[config.mk]
export PLATFORM = sky130hd
export DESIGN_NAME = eave_cfg
export DESIGN_NICKNAME = d
export VERILOG_FILES = /design/src/eave_pkg.sv /design/src/eave_cfg.sv
export SDC_FILE = /design/constraint.sdc
export NUM_CORES = 1
export LEC_CHECK = 0
export BUFFER_PORTS_ARGS = -buffer_cell sky130_fd_sc_hd__buf_2
export CAP_MARGIN = 20
export CELL_PAD_IN_SITES_DETAIL_PLACEMENT = 0
export CELL_PAD_IN_SITES_GLOBAL_PLACEMENT = 2
export CORE_MARGIN = 1.5
export CORE_UTILIZATION = 30
export DETAILED_ROUTE_END_ITERATION = 16
export PLACE_DENSITY_LB_ADDON = 0.1
export SLEW_MARGIN = 20
export SYNTH_ARGS = -nofsm -noshare
export SYNTH_HDL_FRONTEND = slang
export SYNTH_SLANG_ARGS = --single-unit
[constraint.sdc]
create_clock -name aclk -period 2.4 [get_ports aclk]
set_input_delay 0.24 -clock aclk [delete_from_list [all_inputs] [get_ports aclk]]
set_output_delay 0.24 -clock aclk [all_outputs]
set_load 0.05 [all_outputs]
[src/eave_pkg.sv]
package eave_pkg;

    localparam int ANGLE_BITS = 12;
    localparam int ANG_W = ANGLE_BITS + 1;
    localparam int DIFF_W = ANGLE_BITS + 2;
    localparam logic [ANG_W-1:0] FULL_TURN = ANG_W'(1) << ANGLE_BITS;
    localparam int HIST_DEPTH_DEF = 64;

    localparam int US_PER_S = 1000000;
    localparam int RATE_SCALE = 256 * US_PER_S;
    localparam int NUM_W = 41;
    localparam int DIV_STEPS = NUM_W;
    localparam int ALPHA_W = 17;
    localparam logic [ALPHA_W-1:0] ALPHA_ONE = ALPHA_W'(65536);
    localparam int BLEND_STEPS = ALPHA_W;
    localparam int STEP_W = 6;

    typedef struct packed {
        logic [ANGLE_BITS-1:0] raw_angle;
        logic [31:0]           timestamp_us;
    } in_word_t;

    typedef struct packed {
        logic [ANG_W-1:0]   angle;
        logic signed [31:0] velocity;
    } out_word_t;

    typedef struct packed {
        logic [11:0]        zero_offset;
        logic               reverse_direction;
        logic [12:0]        carry_threshold;
        logic [19:0]        max_speed;
        logic [19:0]        window_us;
        logic [ALPHA_W-1:0] smoothing_alpha;
    } cfg_t;

    typedef struct packed {
        logic load;
        logic spk_mul;
        logic base_self;
        logic walk_rd;
        logic walk_chk;
        logic rate_mul;
        logic div_prep;
        logic div_step;
        logic blend_prep;
        logic blend_step;
        logic finish;
        logic commit;
    } cmd_t;

    typedef struct packed {
        logic hist_empty;
        logic spike;
        logic expired;
        logic last_entry;
        logic out_free;
    } sts_t;

    // delta across zero taken as a wrap of one turn
    function automatic logic signed [DIFF_W-1:0] unwrap(
        input logic signed [DIFF_W-1:0] d,
        input logic [12:0]              thr
    );
        logic [DIFF_W-1:0] mag;
        logic signed [DIFF_W-1:0] r;
        mag = d[DIFF_W-1] ? DIFF_W'(-d) : DIFF_W'(d);
        r = d;
        if (mag > DIFF_W'(thr)) begin
            if (d > 0) r = d - $signed({1'b0, FULL_TURN});
            else       r = d + $signed({1'b0, FULL_TURN});
        end
        return r;
    endfunction

endpackage

[src/eave_cfg.sv]
module eave_cfg (
    input  logic                aclk,
    input  logic                aresetn,
    input  logic                psel,
    input  logic                penable,
    input  logic                pwrite,
    input  logic [4:0]          paddr,
    input  logic [31:0]         pwdata,
    output logic [31:0]         prdata,
    output logic                pready,
    output eave_pkg::cfg_t      cfg
);
    typedef enum logic [2:0] {
        REG_ZERO_OFFSET = 3'd0,
        REG_REVERSE     = 3'd1,
        REG_CARRY       = 3'd2,
        REG_MAX_SPEED   = 3'd3,
        REG_WINDOW      = 3'd4,
        REG_ALPHA       = 3'd5
    } reg_idx_t;

    eave_pkg::cfg_t cfg_reg;
    logic [2:0] idx;
    logic wr_en;

    assign idx = paddr[4:2];
    assign pready = 1'b1;
    assign wr_en = psel && penable && pwrite;
    assign cfg = cfg_reg;

    always_ff @(posedge aclk) begin
        if (!aresetn) begin
            cfg_reg.zero_offset       <= 12'd0;
            cfg_reg.reverse_direction <= 1'b1;
            cfg_reg.carry_threshold   <= 13'd3686;
            cfg_reg.max_speed         <= 20'd20480;
            cfg_reg.window_us         <= 20'd20000;
            cfg_reg.smoothing_alpha   <= 17'd55706;
        end else if (wr_en) begin
            unique case (idx)
                REG_ZERO_OFFSET: cfg_reg.zero_offset       <= pwdata[11:0];
                REG_REVERSE:     cfg_reg.reverse_direction <= pwdata[0];
                REG_CARRY:       cfg_reg.carry_threshold   <= pwdata[12:0];
                REG_MAX_SPEED:   cfg_reg.max_speed         <= pwdata[19:0];
                REG_WINDOW:      cfg_reg.window_us         <= pwdata[19:0];
                REG_ALPHA:       cfg_reg.smoothing_alpha   <= pwdata[16:0];
                default: ;
            endcase
        end
    end

    always_comb begin
        unique case (idx)
            REG_ZERO_OFFSET: prdata = {20'd0, cfg_reg.zero_offset};
            REG_REVERSE:     prdata = {31'd0, cfg_reg.reverse_direction};
            REG_CARRY:       prdata = {19'd0, cfg_reg.carry_threshold};
            REG_MAX_SPEED:   prdata = {12'd0, cfg_reg.max_speed};
            REG_WINDOW:      prdata = {12'd0, cfg_reg.window_us};
            REG_ALPHA:       prdata = {15'd0, cfg_reg.smoothing_alpha};
            default:         prdata = 32'd0;
        endcase
    end
endmodule

Word level (Yosys, flattened, before mapping)
Index checks and enable logic that the tools add are counted.
{ "word_totals": {"elab_cells": 21, "ff_bits": 83, "output_inout_bits": 116, "inputBits": 42} }
{ "op_classes": {"muxes": 1, "n_eq_ne": 5, "reduce_logical": 9} }
{ "op_table": {"columns": ["operator", "count"], "rows": [
  ["20-bit one-hot mux with 6 select lines", 1],
  ["2-bit AND reduction", 6],
  ["3-bit by 2-bit == test with 1-bit output (second input constant)", 2],
  ["3-bit == test (second input constant)", 2],
  ["3-bit by 1-bit == test with 1-bit output (second input constant)", 1],
  ["3-bit logical NOT", 1],
  ["1-bit logical AND", 2]
]} }

Longest topological paths before layout
{ "logic_depth": {"word_depth": 3, "mapped_depth": 6, "mapped_depth_nobuf": 3} }

Least setup slack after synthesis
Ideal clock, no wire load.
{ "synth_path": {"path_kind": "input-to-output", "start": "input port paddr[3]", "end": "output port prdata[10]", "path_buffers": 2, "setup_slack_ns": 0.294, "t_required_ns": 2.160, "arrival_time_ns": 1.866, "path_stages": 5, "cell_sequence": "buf_2 -> nor2_1 -> clkbuf_1 -> a22oi_1 -> o221ai_1"} }
{ "synth_between": {"elab_chain_len": 2, "elab_cells_between_ends": 7, "classes_between": "5 x eq/ne; 1 x mux; 1 x reduce/logical"} }
{ "synth_lines": {"columns": ["item", "line", "text"], "rows": [
  ["from (decl)", "eave_cfg.sv:7", "input logic [4:0] paddr,"],
  ["3-bit == test, or another cell as far along", "eave_cfg.sv:53", "unique case (idx)"],
  ["20-bit one-hot mux with 6 select lines (*)", "eave_cfg.sv:53", null],
  ["to (decl)", "eave_cfg.sv:9", "output logic [31:0] prdata,"]
]} }
Every way passes the cells marked *; elsewhere a longest branch is shown, timed or not.

Worst setup path in the final report
{ "layout_path": {"start": "input port paddr[4]", "end": "output port prdata[12]"} }
The elaborated chain is that of the path after synthesis.

==> summary.txt <==
Clock network
  • PostCTS Resize Cnt: 0
  • Hold Buf Count CTS: 0
  • CTS sink count: 83
  • Total CTS buffers: 9
  • CTS tree: done
  • H-tree depth: 3
  • Setup bufs post-CTS: 0
  • Clk_lat worst skew: 0.33 ns
  • Max clock buf depth: 2
  • Root buf cell: clkbuf_16
  • Clock slew at reported path FFs: 0.06 ns

Yosys
  • Post-synth ARST share: 0%
  • Cells after synthesis: 416
  • Yosys top cell by area: dfxtp_1
  • Unique masters post-synth: 36
  • Top cells by area, synth: dfxtp_1 (43%), mux2i_1 (20%), nand2_1 (8.6%)
  • #FFs+latches synth: 83
  • Avg Synthesized Cell Area: 9.348 um2
  • Post-synth top area share: 42.73%
  • Post-synth EDFFs: 0
  • Mapped Area: 3889 um2
  • Register area share after synthesis: 42.73%
  • Synth warn: 0
  • Commonest register cell after synthesis: dfxtp_1

Floorplanning
  • Rows: 41
  • Initial core utilization: 30.81%
  • Core area: 12,620 um2
  • I/O Pins: 158
  • Die H: 116.9 um
  • DIE WIDTH: 116.9 um
  • DIE AREA: 13,650 um2

Power and ir drop
  • Sw power: 0.0008586 W
  • Flop pwr share: 44.3%
  • Leakage: 2.382 nW
  • Switching fraction of total power: 27.16%
  • Comb pwr share: 12.7%
  • Pint: 0.002303 W
  • Final Power: 0.003161 W
  • Max VDD drop: 0.2623 mV
  • Power density over cell area: 638.6 nW/um2
  • Clock power frac: 43.0%

Timing
  • Final period utilization: 81.88%
  • Final hold violation count: 0
  • Fmax: 508.9 MHz
  • Worst-Margin Slew: 1.114 ns
  • Setup tns final: 0 ns
  • Final min period: 1.965 ns
  • Unrepaired setup endpoints after global routing: no
  • Slew margin rel.: 25.73%
  • Final Skew: 0 ns
  • Slew Limit Fails: 0
  • Setup violators final: 0

Hold path
  • Worst hold path endpoint: cfg[63]$_SDFFE_PN1P_
  • Hold depth: 3
  • HP Class: primary input to flip-flop
  • Min-delay src: pwdata[6]

Worst setup path
  • Startpoint Class: primary input
  • Largest delay share family, worst path: simple AND/OR/NAND/NOR gates
  • Worst path bufs/invs: 2
  • Critical path class: primary input to output port
  • Peak fanout along the critical path: 16
  • Critical Path Stages: 4
  • CP Capture Type: output port
  • R2R Setup Slk: 1.70 ns
  • Most frequent CP cell: buf_2
  • R2R cell count: 2
  • CP Cell Sequence: buf_2 -> nand2b_1 -> o22ai_1 -> buf_2
  • Worst path arrival time: 1.73 ns
  • Max incr delay on CP: 0.68 ns
  • RR Startpoint: cfg[51]$_SDFFE_PN1P_
  • Critical-path top delay cell: nand2b_1
  • Worst EP required: 2.16 ns
  • Reg2reg end: cfg[51]$_SDFFE_PN1P_

Outcome
  • Status: finished clean

Routing
  • Total Wirelength: 12,520 um
  • Antenna viol nets, final: 0
  • Detailed Routing Iterations Pass 1: 4
  • DRC viols: 0
  • Wire per inst: 17.49 um
  • DRT iter0 DRCs: 152
  • Vias/cell: 4.796
  • Via count: 3,434

Cells and area
  • Storage cell area: 1662 um2
  • Area Growth Syn to Fin: 27.28%
  • Fin nets: 581
  • Share of layout cells above drive strength 1: 31.62%
  • Antenna fix cells: 0
  • Max reg flops: 83
  • Area of the multi-input gates: 1931 um2
  • Filler Cell Count: 1,340

Global routing
  • M3 GR Usage: 3.759%
  • Met2 Usage GRT: 30.10%
  • Largest net degree at the start of global routing: 55
  • Met1 global-route usage: 25.15%
  • Vias in the first global route: 3,311
  • Total GRT Usage: 18.81%
  • First-pass GRT wire length: 18,910 um
  • Initial antenna violation count: 0
  • GRT busiest layer: met2
  • Gr ovfl total: 0

Placed design
  • Gp weighted congestion: 0.7508
  • PortBufs: 130
  • DP HPWL: 8628 um

Job
  • Max Cap Violations: 0
[power by group through the flow]
stage / sequential, W / clock [W] / combinational (W)
after floorplan: 0.00147 / 0 / 0.000260
after global placement: 0.00143 / 0 / 0.000404
after detailed placement: 0.00143 / 0 / 0.000404
after CTS: 0.00140 / 0.00139 / 0.000405
after global routing: 0.00140 / 0.00146 / 0.000428
final: 0.00140 / 0.00136 / 0.000401
[how the worst max path moves through the flow]
stage,startpoint,endpoint
after floorplan,paddr[3],prdata[10]
after global placement,paddr[4],cfg[37]$_SDFFE_PN0P_
after detailed placement,paddr[4],cfg[37]$_SDFFE_PN0P_
after CTS,paddr[4],prdata[12]
after global routing,paddr[4],prdata[12]
final,paddr[4],prdata[12]
[through the flow]
stage          utilization, %  cells  hold slack (ns)  area, um2  setup WS, ns
3_3_place_gp            36.90    700           0.4562       4657        0.4042
3_5_place_dp            36.90    700           0.4599       4657        0.3669
6_report                39.22    716           0.1526       4950        0.4350
2_1_floorplan               -    427           0.3878       3930        0.2943
5_1_grt                 39.22    716           0.1931       4950        0.3582
4_1_cts                 39.22    716           0.1455       4950        0.4312
[synthesized netlist by cell type, drive strengths merged, types with 2 or more instances]
| master | number |
|---|---|
| o211ai | 13 |
| conb | 2 |
| a22oi | 11 |
| dfxtp | 83 |
| o311ai | 3 |
| clkbuf | 21 |
| and2 | 2 |
| nor2b | 2 |
| o2bb2ai | 5 |
| nand2 | 90 |
| inv | 11 |
| nor2 | 3 |
| or2 | 2 |
| o221ai | 10 |
| mux2i | 76 |
| o21ai | 24 |
| nand3 | 16 |
| buf | 27 |
| a32o | 3 |
| nand2b | 3 |
[placed cells by master, fill, tap and decap left out, types with 3 or more instances in the layout]
cell / Yosys / layout
o2bb2ai_1: 5 / 5
a32o_1: 3 / 3
a22oi_1: 11 / 11
nand2_1: 89 / 89
clkbuf_16: 0 / 9
dfxtp_1: 83 / 83
o211ai_1: 13 / 13
buf_4: 14 / 19
conb_1: 2 / 13
o21ai_0: 24 / 24
buf_2: 6 / 129
mux2i_1: 76 / 76
nand3_1: 16 / 16
o221ai_1: 10 / 10
inv_1: 11 / 11
o311ai_0: 3 / 3
clkbuf_8: 0 / 4
[worst reg2reg max path: stages, from the launching register on]
cell      delay, ns
dfxtp_1        0.33
o21ai_0        0.07
o311ai_0       0.14
[per-layer routing]
layer / part of all wire, % / wire (um)
met5: 0 / 0
met4: 1.4 / 179
met3: 5.3 / 668
met2: 47 / 5830
met1: 47 / 5843
[cell type report]
class                   count  area share, %
clock buffers              15          5.814
clock inverters             1         0.1011
inverters                  11         0.8342
multi-input cells         285          39.00
flip-flops and latches     83          33.57
well taps                 172          4.348
repair buffers            149          16.33
[cell families after synthesis]
family	Yosys count	synth area share [%]
AO/OA/AOI/OAI	72	13.06
buffers and inverters	59	8.687
flip-flops	83	42.73
multiplexers	78	20.43
other	2	0.1931
AND/OR/NAND/NOR	122	14.90
Note: power is estimated with default switching activity, not from simulation.
