### config.mk
export PLATFORM = sky130hd
export DESIGN_NAME = eave_ctrl
export DESIGN_NICKNAME = d
export VERILOG_FILES = /design/src/eave_pkg.sv /design/src/eave_ctrl.sv
export SDC_FILE = /design/constraint.sdc
export NUM_CORES = 1
export LEC_CHECK = 0
export ABC_AREA = 1
export BUFFER_PORTS_ARGS = -buffer_cell sky130_fd_sc_hd__buf_4
export CAP_MARGIN = 30
export CORE_MARGIN = 2
export CORE_UTILIZATION = 50
export DETAILED_ROUTE_END_ITERATION = 12
export HOLD_SLACK_MARGIN = 0.03
export PLACE_DENSITY_LB_ADDON = 0.1
export RECOVER_POWER = 25
export SKIP_LAST_GASP = 1
export SYNTH_ARGS = -nofsm -noshare
export SYNTH_HDL_FRONTEND = slang
export SYNTH_SLANG_ARGS = --single-unit
### constraint.sdc
create_clock -name aclk -period 1.3 [get_ports aclk]
set_input_delay 0.26 -clock aclk [delete_from_list [all_inputs] [get_ports aclk]]
set_output_delay 0.26 -clock aclk [all_outputs]
set_load 0.02 [all_outputs]
### src/eave_pkg.sv
package eave_pkg;

    localparam int ANGLE_BITS = 12;
    localparam int ANG_W = ANGLE_BITS + 1;
    localparam int DIFF_W = ANGLE_BITS + 2;
    localparam logic [ANG_W-1:0] FULL_TURN = ANG_W'(1) << ANGLE_BITS;
    localparam int HIST_DEPTH_DEF = 64;

    localparam int US_PER_S = 1000000;
    localparam int RATE_SCALE = 256 * US_PER_S;
    localparam int NUM_W = 41;
    localparam int DIV_STEPS = NUM_W;
    localparam int ALPHA_W = 17;
    localparam logic [ALPHA_W-1:0] ALPHA_ONE = ALPHA_W'(65536);
    localparam int BLEND_STEPS = ALPHA_W;
    localparam int STEP_W = 6;

    typedef struct packed {
        logic [ANGLE_BITS-1:0] raw_angle;
        logic [31:0]           timestamp_us;
    } in_word_t;

    typedef struct packed {
        logic [ANG_W-1:0]   angle;
        logic signed [31:0] velocity;
    } out_word_t;

    typedef struct packed {
        logic [11:0]        zero_offset;
        logic               reverse_direction;
        logic [12:0]        carry_threshold;
        logic [19:0]        max_speed;
        logic [19:0]        window_us;
        logic [ALPHA_W-1:0] smoothing_alpha;
    } cfg_t;

    typedef struct packed {
        logic load;
        logic spk_mul;
        logic base_self;
        logic walk_rd;
        logic walk_chk;
        logic rate_mul;
        logic div_prep;
        logic div_step;
        logic blend_prep;
        logic blend_step;
        logic finish;
        logic commit;
    } cmd_t;

    typedef struct packed {
        logic hist_empty;
        logic spike;
        logic expired;
        logic last_entry;
        logic out_free;
    } sts_t;

    // delta across zero taken as a wrap of one turn
    function automatic logic signed [DIFF_W-1:0] unwrap(
        input logic signed [DIFF_W-1:0] d,
        input logic [12:0]              thr
    );
        logic [DIFF_W-1:0] mag;
        logic signed [DIFF_W-1:0] r;
        mag = d[DIFF_W-1] ? DIFF_W'(-d) : DIFF_W'(d);
        r = d;
        if (mag > DIFF_W'(thr)) begin
            if (d > 0) r = d - $signed({1'b0, FULL_TURN});
            else       r = d + $signed({1'b0, FULL_TURN});
        end
        return r;
    endfunction

endpackage

### src/eave_ctrl.sv
module eave_ctrl (
    input  logic           aclk,
    input  logic           aresetn,
    input  logic           s_valid,
    output logic           s_ready,
    input  eave_pkg::sts_t sts,
    output eave_pkg::cmd_t cmd
);
    typedef enum logic [3:0] {
        ST_IDLE, ST_SPK_MUL, ST_SPK_CMP, ST_WALK_RD, ST_WALK_CHK, ST_RATE_MUL,
        ST_DIV_PREP, ST_DIV, ST_BLEND_PREP, ST_BLEND, ST_FINISH, ST_OUTPUT
    } state_t;

    state_t state_reg;
    logic [eave_pkg::STEP_W-1:0] step_reg;

    assign s_ready = (state_reg == ST_IDLE);

    always_ff @(posedge aclk) begin
        if (!aresetn) begin
            state_reg <= ST_IDLE;
            step_reg  <= '0;
        end else begin
            unique case (state_reg)
                ST_IDLE:     if (s_valid) state_reg <= ST_SPK_MUL;
                ST_SPK_MUL:  state_reg <= ST_SPK_CMP;
                ST_SPK_CMP: begin
                    priority if (sts.spike)      state_reg <= ST_IDLE;
                    else if (sts.hist_empty)     state_reg <= ST_RATE_MUL;
                    else                         state_reg <= ST_WALK_RD;
                end
                ST_WALK_RD:  state_reg <= ST_WALK_CHK;
                ST_WALK_CHK: begin
                    if (sts.expired && !sts.last_entry) state_reg <= ST_WALK_RD;
                    else                                state_reg <= ST_RATE_MUL;
                end
                ST_RATE_MUL: state_reg <= ST_DIV_PREP;
                ST_DIV_PREP: begin
                    state_reg <= ST_DIV;
                    step_reg  <= '0;
                end
                ST_DIV: begin
                    step_reg <= step_reg + 1'b1;
                    if (step_reg == eave_pkg::STEP_W'(eave_pkg::DIV_STEPS - 1))
                        state_reg <= ST_BLEND_PREP;
                end
                ST_BLEND_PREP: begin
                    state_reg <= ST_BLEND;
                    step_reg  <= '0;
                end
                ST_BLEND: begin
                    step_reg <= step_reg + 1'b1;
                    if (step_reg == eave_pkg::STEP_W'(eave_pkg::BLEND_STEPS - 1))
                        state_reg <= ST_FINISH;
                end
                ST_FINISH:   state_reg <= ST_OUTPUT;
                ST_OUTPUT:   if (sts.out_free) state_reg <= ST_IDLE;
                default:     state_reg <= ST_IDLE;
            endcase
        end
    end

    always_comb begin
        cmd = '0;
        cmd.load       = (state_reg == ST_IDLE) && s_valid;
        cmd.spk_mul    = (state_reg == ST_SPK_MUL);
        cmd.base_self  = (state_reg == ST_SPK_CMP) && sts.hist_empty;
        cmd.walk_rd    = (state_reg == ST_WALK_RD);
        cmd.walk_chk   = (state_reg == ST_WALK_CHK);
        cmd.rate_mul   = (state_reg == ST_RATE_MUL);
        cmd.div_prep   = (state_reg == ST_DIV_PREP);
        cmd.div_step   = (state_reg == ST_DIV);
        cmd.blend_prep = (state_reg == ST_BLEND_PREP);
        cmd.blend_step = (state_reg == ST_BLEND);
        cmd.finish     = (state_reg == ST_FINISH);
        cmd.commit     = (state_reg == ST_OUTPUT) && sts.out_free;
    end
endmodule

* After elaboration in Yosys (flattened, before gate mapping)
Index checks and enable logic that the tools add are counted.
** Storage, ports and cells
- Register bits :: 10
- Bits of input ports :: 8
- Output and inout port bits :: 13
- Word-level logic and storage cells :: 39
** Cells by class
- Add/sub/neg operators :: 1
- Eq/ne operators :: 17
- Multiplexer cells :: 9
- Reductions and logical operators :: 10
** Operators with widths (number)
- $pmux W4 S12 :: 1
- $eq A4 B3 Y1 const B :: 4
- $eq A4 B4 Y1 const B :: 4
- $mux W4 :: 4
- $pmux W6 S2 :: 1
- $mux W3 :: 3
- $eq A4 B2 Y1 const B :: 2
- $add A6 B1 Y6 const B :: 1
- $eq A6 B5 Y1 const B :: 1
- $eq A6 B6 Y1 const B :: 1
- $eq A4 B1 Y1 const B :: 1
- $logic_and A1 B1 Y1 :: 4
- $logic_not A4 Y1 :: 1
- $ne A2 B1 Y1 const B :: 2
- $ne A2 B2 Y1 const B :: 2
- $reduce_and A4 Y1 :: 1
- $reduce_or A2 Y1 :: 2
- $reduce_bool A2 Y1 :: 1
- $logic_not A1 Y1 :: 1

* Logic depth before layout (Yosys ltp)
- Depth in word-level cells :: 4
- Depth in mapped cells :: 9
- Depth with buffers taken out :: 9

* Worst setup path before layout
Ideal clock, no wire load.
- Path type :: register to register
- Start point :: register state_reg[3]
- End point :: register step_reg[2] (netlist bit)
- Arrival time :: 1.344 ns
- Data required time :: 1.181 ns
- Setup slack :: -0.164 ns
- Stages on the path, launching flop included :: 8
- Buffers on the path :: 0
- Period minus slack after synthesis :: 1.464 ns
- Path through :: dfxtp_1 > nand2_1 > nor3_1 > nor2_1 > nand2_1 > inv_1 > nand2_1 > a21oi_1
** RTL lines
- start, declared :: RTL line eave_ctrl.sv:14 : state_t state_reg;
- start signal, assigned :: RTL line eave_ctrl.sv:21 : state_reg <= ST_IDLE;
- start signal, assigned :: RTL line eave_ctrl.sv:25 : ST_IDLE: if (s_valid) state_reg <= ST_SPK_MUL;
- start signal, assigned :: RTL line eave_ctrl.sv:26 : ST_SPK_MUL: state_reg <= ST_SPK_CMP;
- end signal, assigned :: RTL line eave_ctrl.sv:43 : step_reg <= step_reg + 1'b1;
- end signal, assigned :: RTL line eave_ctrl.sv:52 : step_reg <= step_reg + 1'b1;
- end, declared :: RTL line eave_ctrl.sv:15 : logic [eave_pkg::STEP_W-1:0] step_reg;

==> qor.yml <==
run_status: "finished with violations"
violations: "negative setup slack"
num_vias: 1004
ys_ff_latch: 10
first_pass_grt_wire_length_um: 3700
power-per-cell-area_nw_per_um2: 1430
critPathArrivalTime_ns: 1.22
tns_ns: -1.88
final_nets: 182
timing.final.ws_setup_ns: -0.178
worstReg2RegStart: "state_reg[2]$_SDFFE_PN0P_"
mappedNetlistArea_um2: 772
cell_leakage_power_nw: 0.610
drc: 0
grt_pass1_vias: 936
cell_internal_pwr_mw: 0.980
die_height_um: 43.3
worstSetupPathType: "flop to output port"
area_growth_pct: 58.2
tritoncts: "done"
clkPwrFrac_pct: 16.2
postSynthCellCount: 135
maxCapViolations: 0
route.layer.met1.wl_um: 937
reg2reg_depth: 10
max_reg_flops: 6
hold_ws_ns: 0.228
cts_inserted_buffers: 3
fin_util_pct: 83.0
rsz0062_at_grt: "yes"
share_seq_of_total_power_pct: 26.1
wl_um: 2510
timing.critical_path.from_type: "flop"
max_slew_margin_pct: 85.1
worst-r2r-setup-slack_ns: -0.11
finalWeightedCongestion: 0.918
cts_hold_buf: 0
critical_path_capture_point: "cmd[0]"
rows: 14
dpl_worst_slack_ns: -0.0204
global_route.usage.total_pct: 26.3
design.die.area_um2: 1870
critPathCaptureType: "output port"
antenna_cells: 0
place.detailed.hpwl_um: 1570
cts.reportedPaths.clkPinSlew_ns: 0.07
routed_via_density: 5.37
yosysSeqAreaShare_pct: 25.9
maximum_number_of_pins_on_one_net_before_global_route_repair: 8
layout_min_cycle_time_ns: 1.48
layout-drive-gt1-share_pct: 45.0
syn_avg_cell_area_um2: 5.72
setup_violations: 17
globalRouteOverflowTotal: 0
cts-root-buf: "sky130_fd_sc_hd__clkbuf_4"
yosys_warnings: 0
antenna_left: 0
cts_max_level: 1
worst-path-max-fanout: 5
total_power_mw: 1.75
postSynthNetCount: 145
worstSetupStartpoint: "state_reg[1]$_SDFFE_PN0P_"
power.switching_mw: 0.768
worst_r2r_endpoint: "state_reg[1]$_SDFFE_PN0P_"
yosys.area.top_type_share_pct: 25.9
cts_max_path_buffers: 2
max_freq_ghz: 0.677
detailroute.wirelength.met3_um: 128
clock_sink_count: 10
dr.first_iter.drc_count: 21
core_area_um2: 1470
combinationalPowerShare_pct: 57.7
die_x_um: 43.3
highest_layer: "met4"
met2RoutedLength_um: 1390
worst_pin_slew_ns: 0.223
synthDominantAreaCellType: "sky130_fd_sc_hd__dfxtp_1"
antenna_violations_before_repair: 0
count_of_unique_library_cells_instantiated_by_yosys: 20
timing_hold_violations_final: 0
hold_class: "primary input to flop"
synth.top_cells.by_area: "sky130_fd_sc_hd__dfxtp_1 (26%), sky130_fd_sc_hd__nand2_1 (21%), sky130_fd_sc_hd__inv_1 (11%)"
initial_core_util_pct: 52.5
drv_slew: 0
final.period_utilization_pct: 114
ir_worst_vdd_v: 0.000861
io_pins: 21
routed_wire_length_per_instance_um: 13.4
worst_ep_required_time_ns: 1.04
p_sw_share_pct: 43.9
worst_skew_pair.late_latency_ns: 0.27
final.setup_skew_ns: 0.00580
io_buffers: 20
drtPass1Iterations: 5
[worst min path at each step]
stage | slack, ns | depth (start not counted) | from | endpoint
floorplan | 0.36 | 2 | aresetn | state_reg[2]$_SDFFE_PN0P_
global placement | 0.46 | 2 | step_reg[5]$_SDFFE_PN0P_ | step_reg[5]$_SDFFE_PN0P_
detailed placement | 0.47 | 2 | step_reg[5]$_SDFFE_PN0P_ | step_reg[5]$_SDFFE_PN0P_
CTS | 0.22 | 3 | aresetn | state_reg[2]$_SDFFE_PN0P_
global route | 0.24 | 3 | aresetn | state_reg[2]$_SDFFE_PN0P_
finish | 0.23 | 3 | aresetn | state_reg[2]$_SDFFE_PN0P_
[power by group through the flow]
| stage | combinational (mW) | clock [mW] | sequential [mW] |
|---|---|---|---|
| 2_1_floorplan | 0.426 | 0 | 0.393 |
| 3_3_place_gp | 0.684 | 0 | 0.394 |
| 3_5_place_dp | 0.690 | 0 | 0.394 |
| 4_1_cts | 0.831 | 0.290 | 0.430 |
| 5_1_grt | 1.08 | 0.301 | 0.458 |
| 6_report | 1.01 | 0.283 | 0.457 |
[critical path, cell delays in order (launching register included)]
cell and delay [ns]:
sky130_fd_sc_hd__dfxtp_4 0.40, sky130_fd_sc_hd__buf_4 0.13, sky130_fd_sc_hd__nand2_4 0.08, sky130_fd_sc_hd__nor3_2 0.16
sky130_fd_sc_hd__buf_4 0.17
[layout make-up]
cell class	instances	area, µm²
Timing Repair Buffer	32	263
Tap cell	16	20.0
Fill cell	109	250
Multi-Input combinational cell	100	583
Sequential cell	10	215
Inverter	25	104
Clock buffer	4	36.3
[per-stage QoR]
stage                     instance area [µm²]  std cells
final                                    1220        187
after global placement                    980        175
after CTS                                1150        184
after floorplan                           779        135
after global routing                     1220        187
after detailed placement                  980        175
[metal layers]
layer,vias to the layer above,GRT usage [%]
met5,-,0
met4,0,16.4
met3,7,1.70
met2,43,50.4
met1,457,26.6
li1,497,-
[what timing repair did]
action	in CTS	in global routing
resized for setup	31	20
pin swaps	7	5
endpoints found under the setup margin	18	23
setup buffers	5	3
[synthesized netlist by cell type (all sizes together)]
| master | count |
|---|---|
| nand2 | 46 |
| inv | 24 |
| nor2 | 21 |
| nand3 | 11 |
| dfxtp | 10 |
| a21oi | 9 |
| o21ai | 5 |
| ha | 2 |
| nor3 | 2 |
| clkinv | 1 |
| nand3b | 1 |
| nand4 | 1 |
| nor3b | 1 |
| o31ai | 1 |
[kinds of logic (layout without fill, tap and decap cells)]
| family | after synthesis | after routing | synth area share [%] |
|---|---|---|---|
| buf+inv | 25 | 61 | 12.8 |
| flops | 10 | 10 | 25.9 |
| simple gates | 83 | 83 | 48.0 |
| fa+ha+maj | 2 | 2 | 3.24 |
| compound gates | 15 | 15 | 10.0 |
[cells in the final DEF, fill, tap and decap left out, types with 7 or more instances in the layout]
cell type                 Yosys  routed
sky130_fd_sc_hd__nand2_1     43      36
sky130_fd_sc_hd__buf_4        0      26
sky130_fd_sc_hd__inv_1       23      17
sky130_fd_sc_hd__nand3_1     11      11
sky130_fd_sc_hd__nor2_4       2       8
sky130_fd_sc_hd__nand2_2      2       7
sky130_fd_sc_hd__nor2_1      17       7
sky130_fd_sc_hd__a21oi_1      9       7
Note: power is estimated with default switching activity, not from simulation.
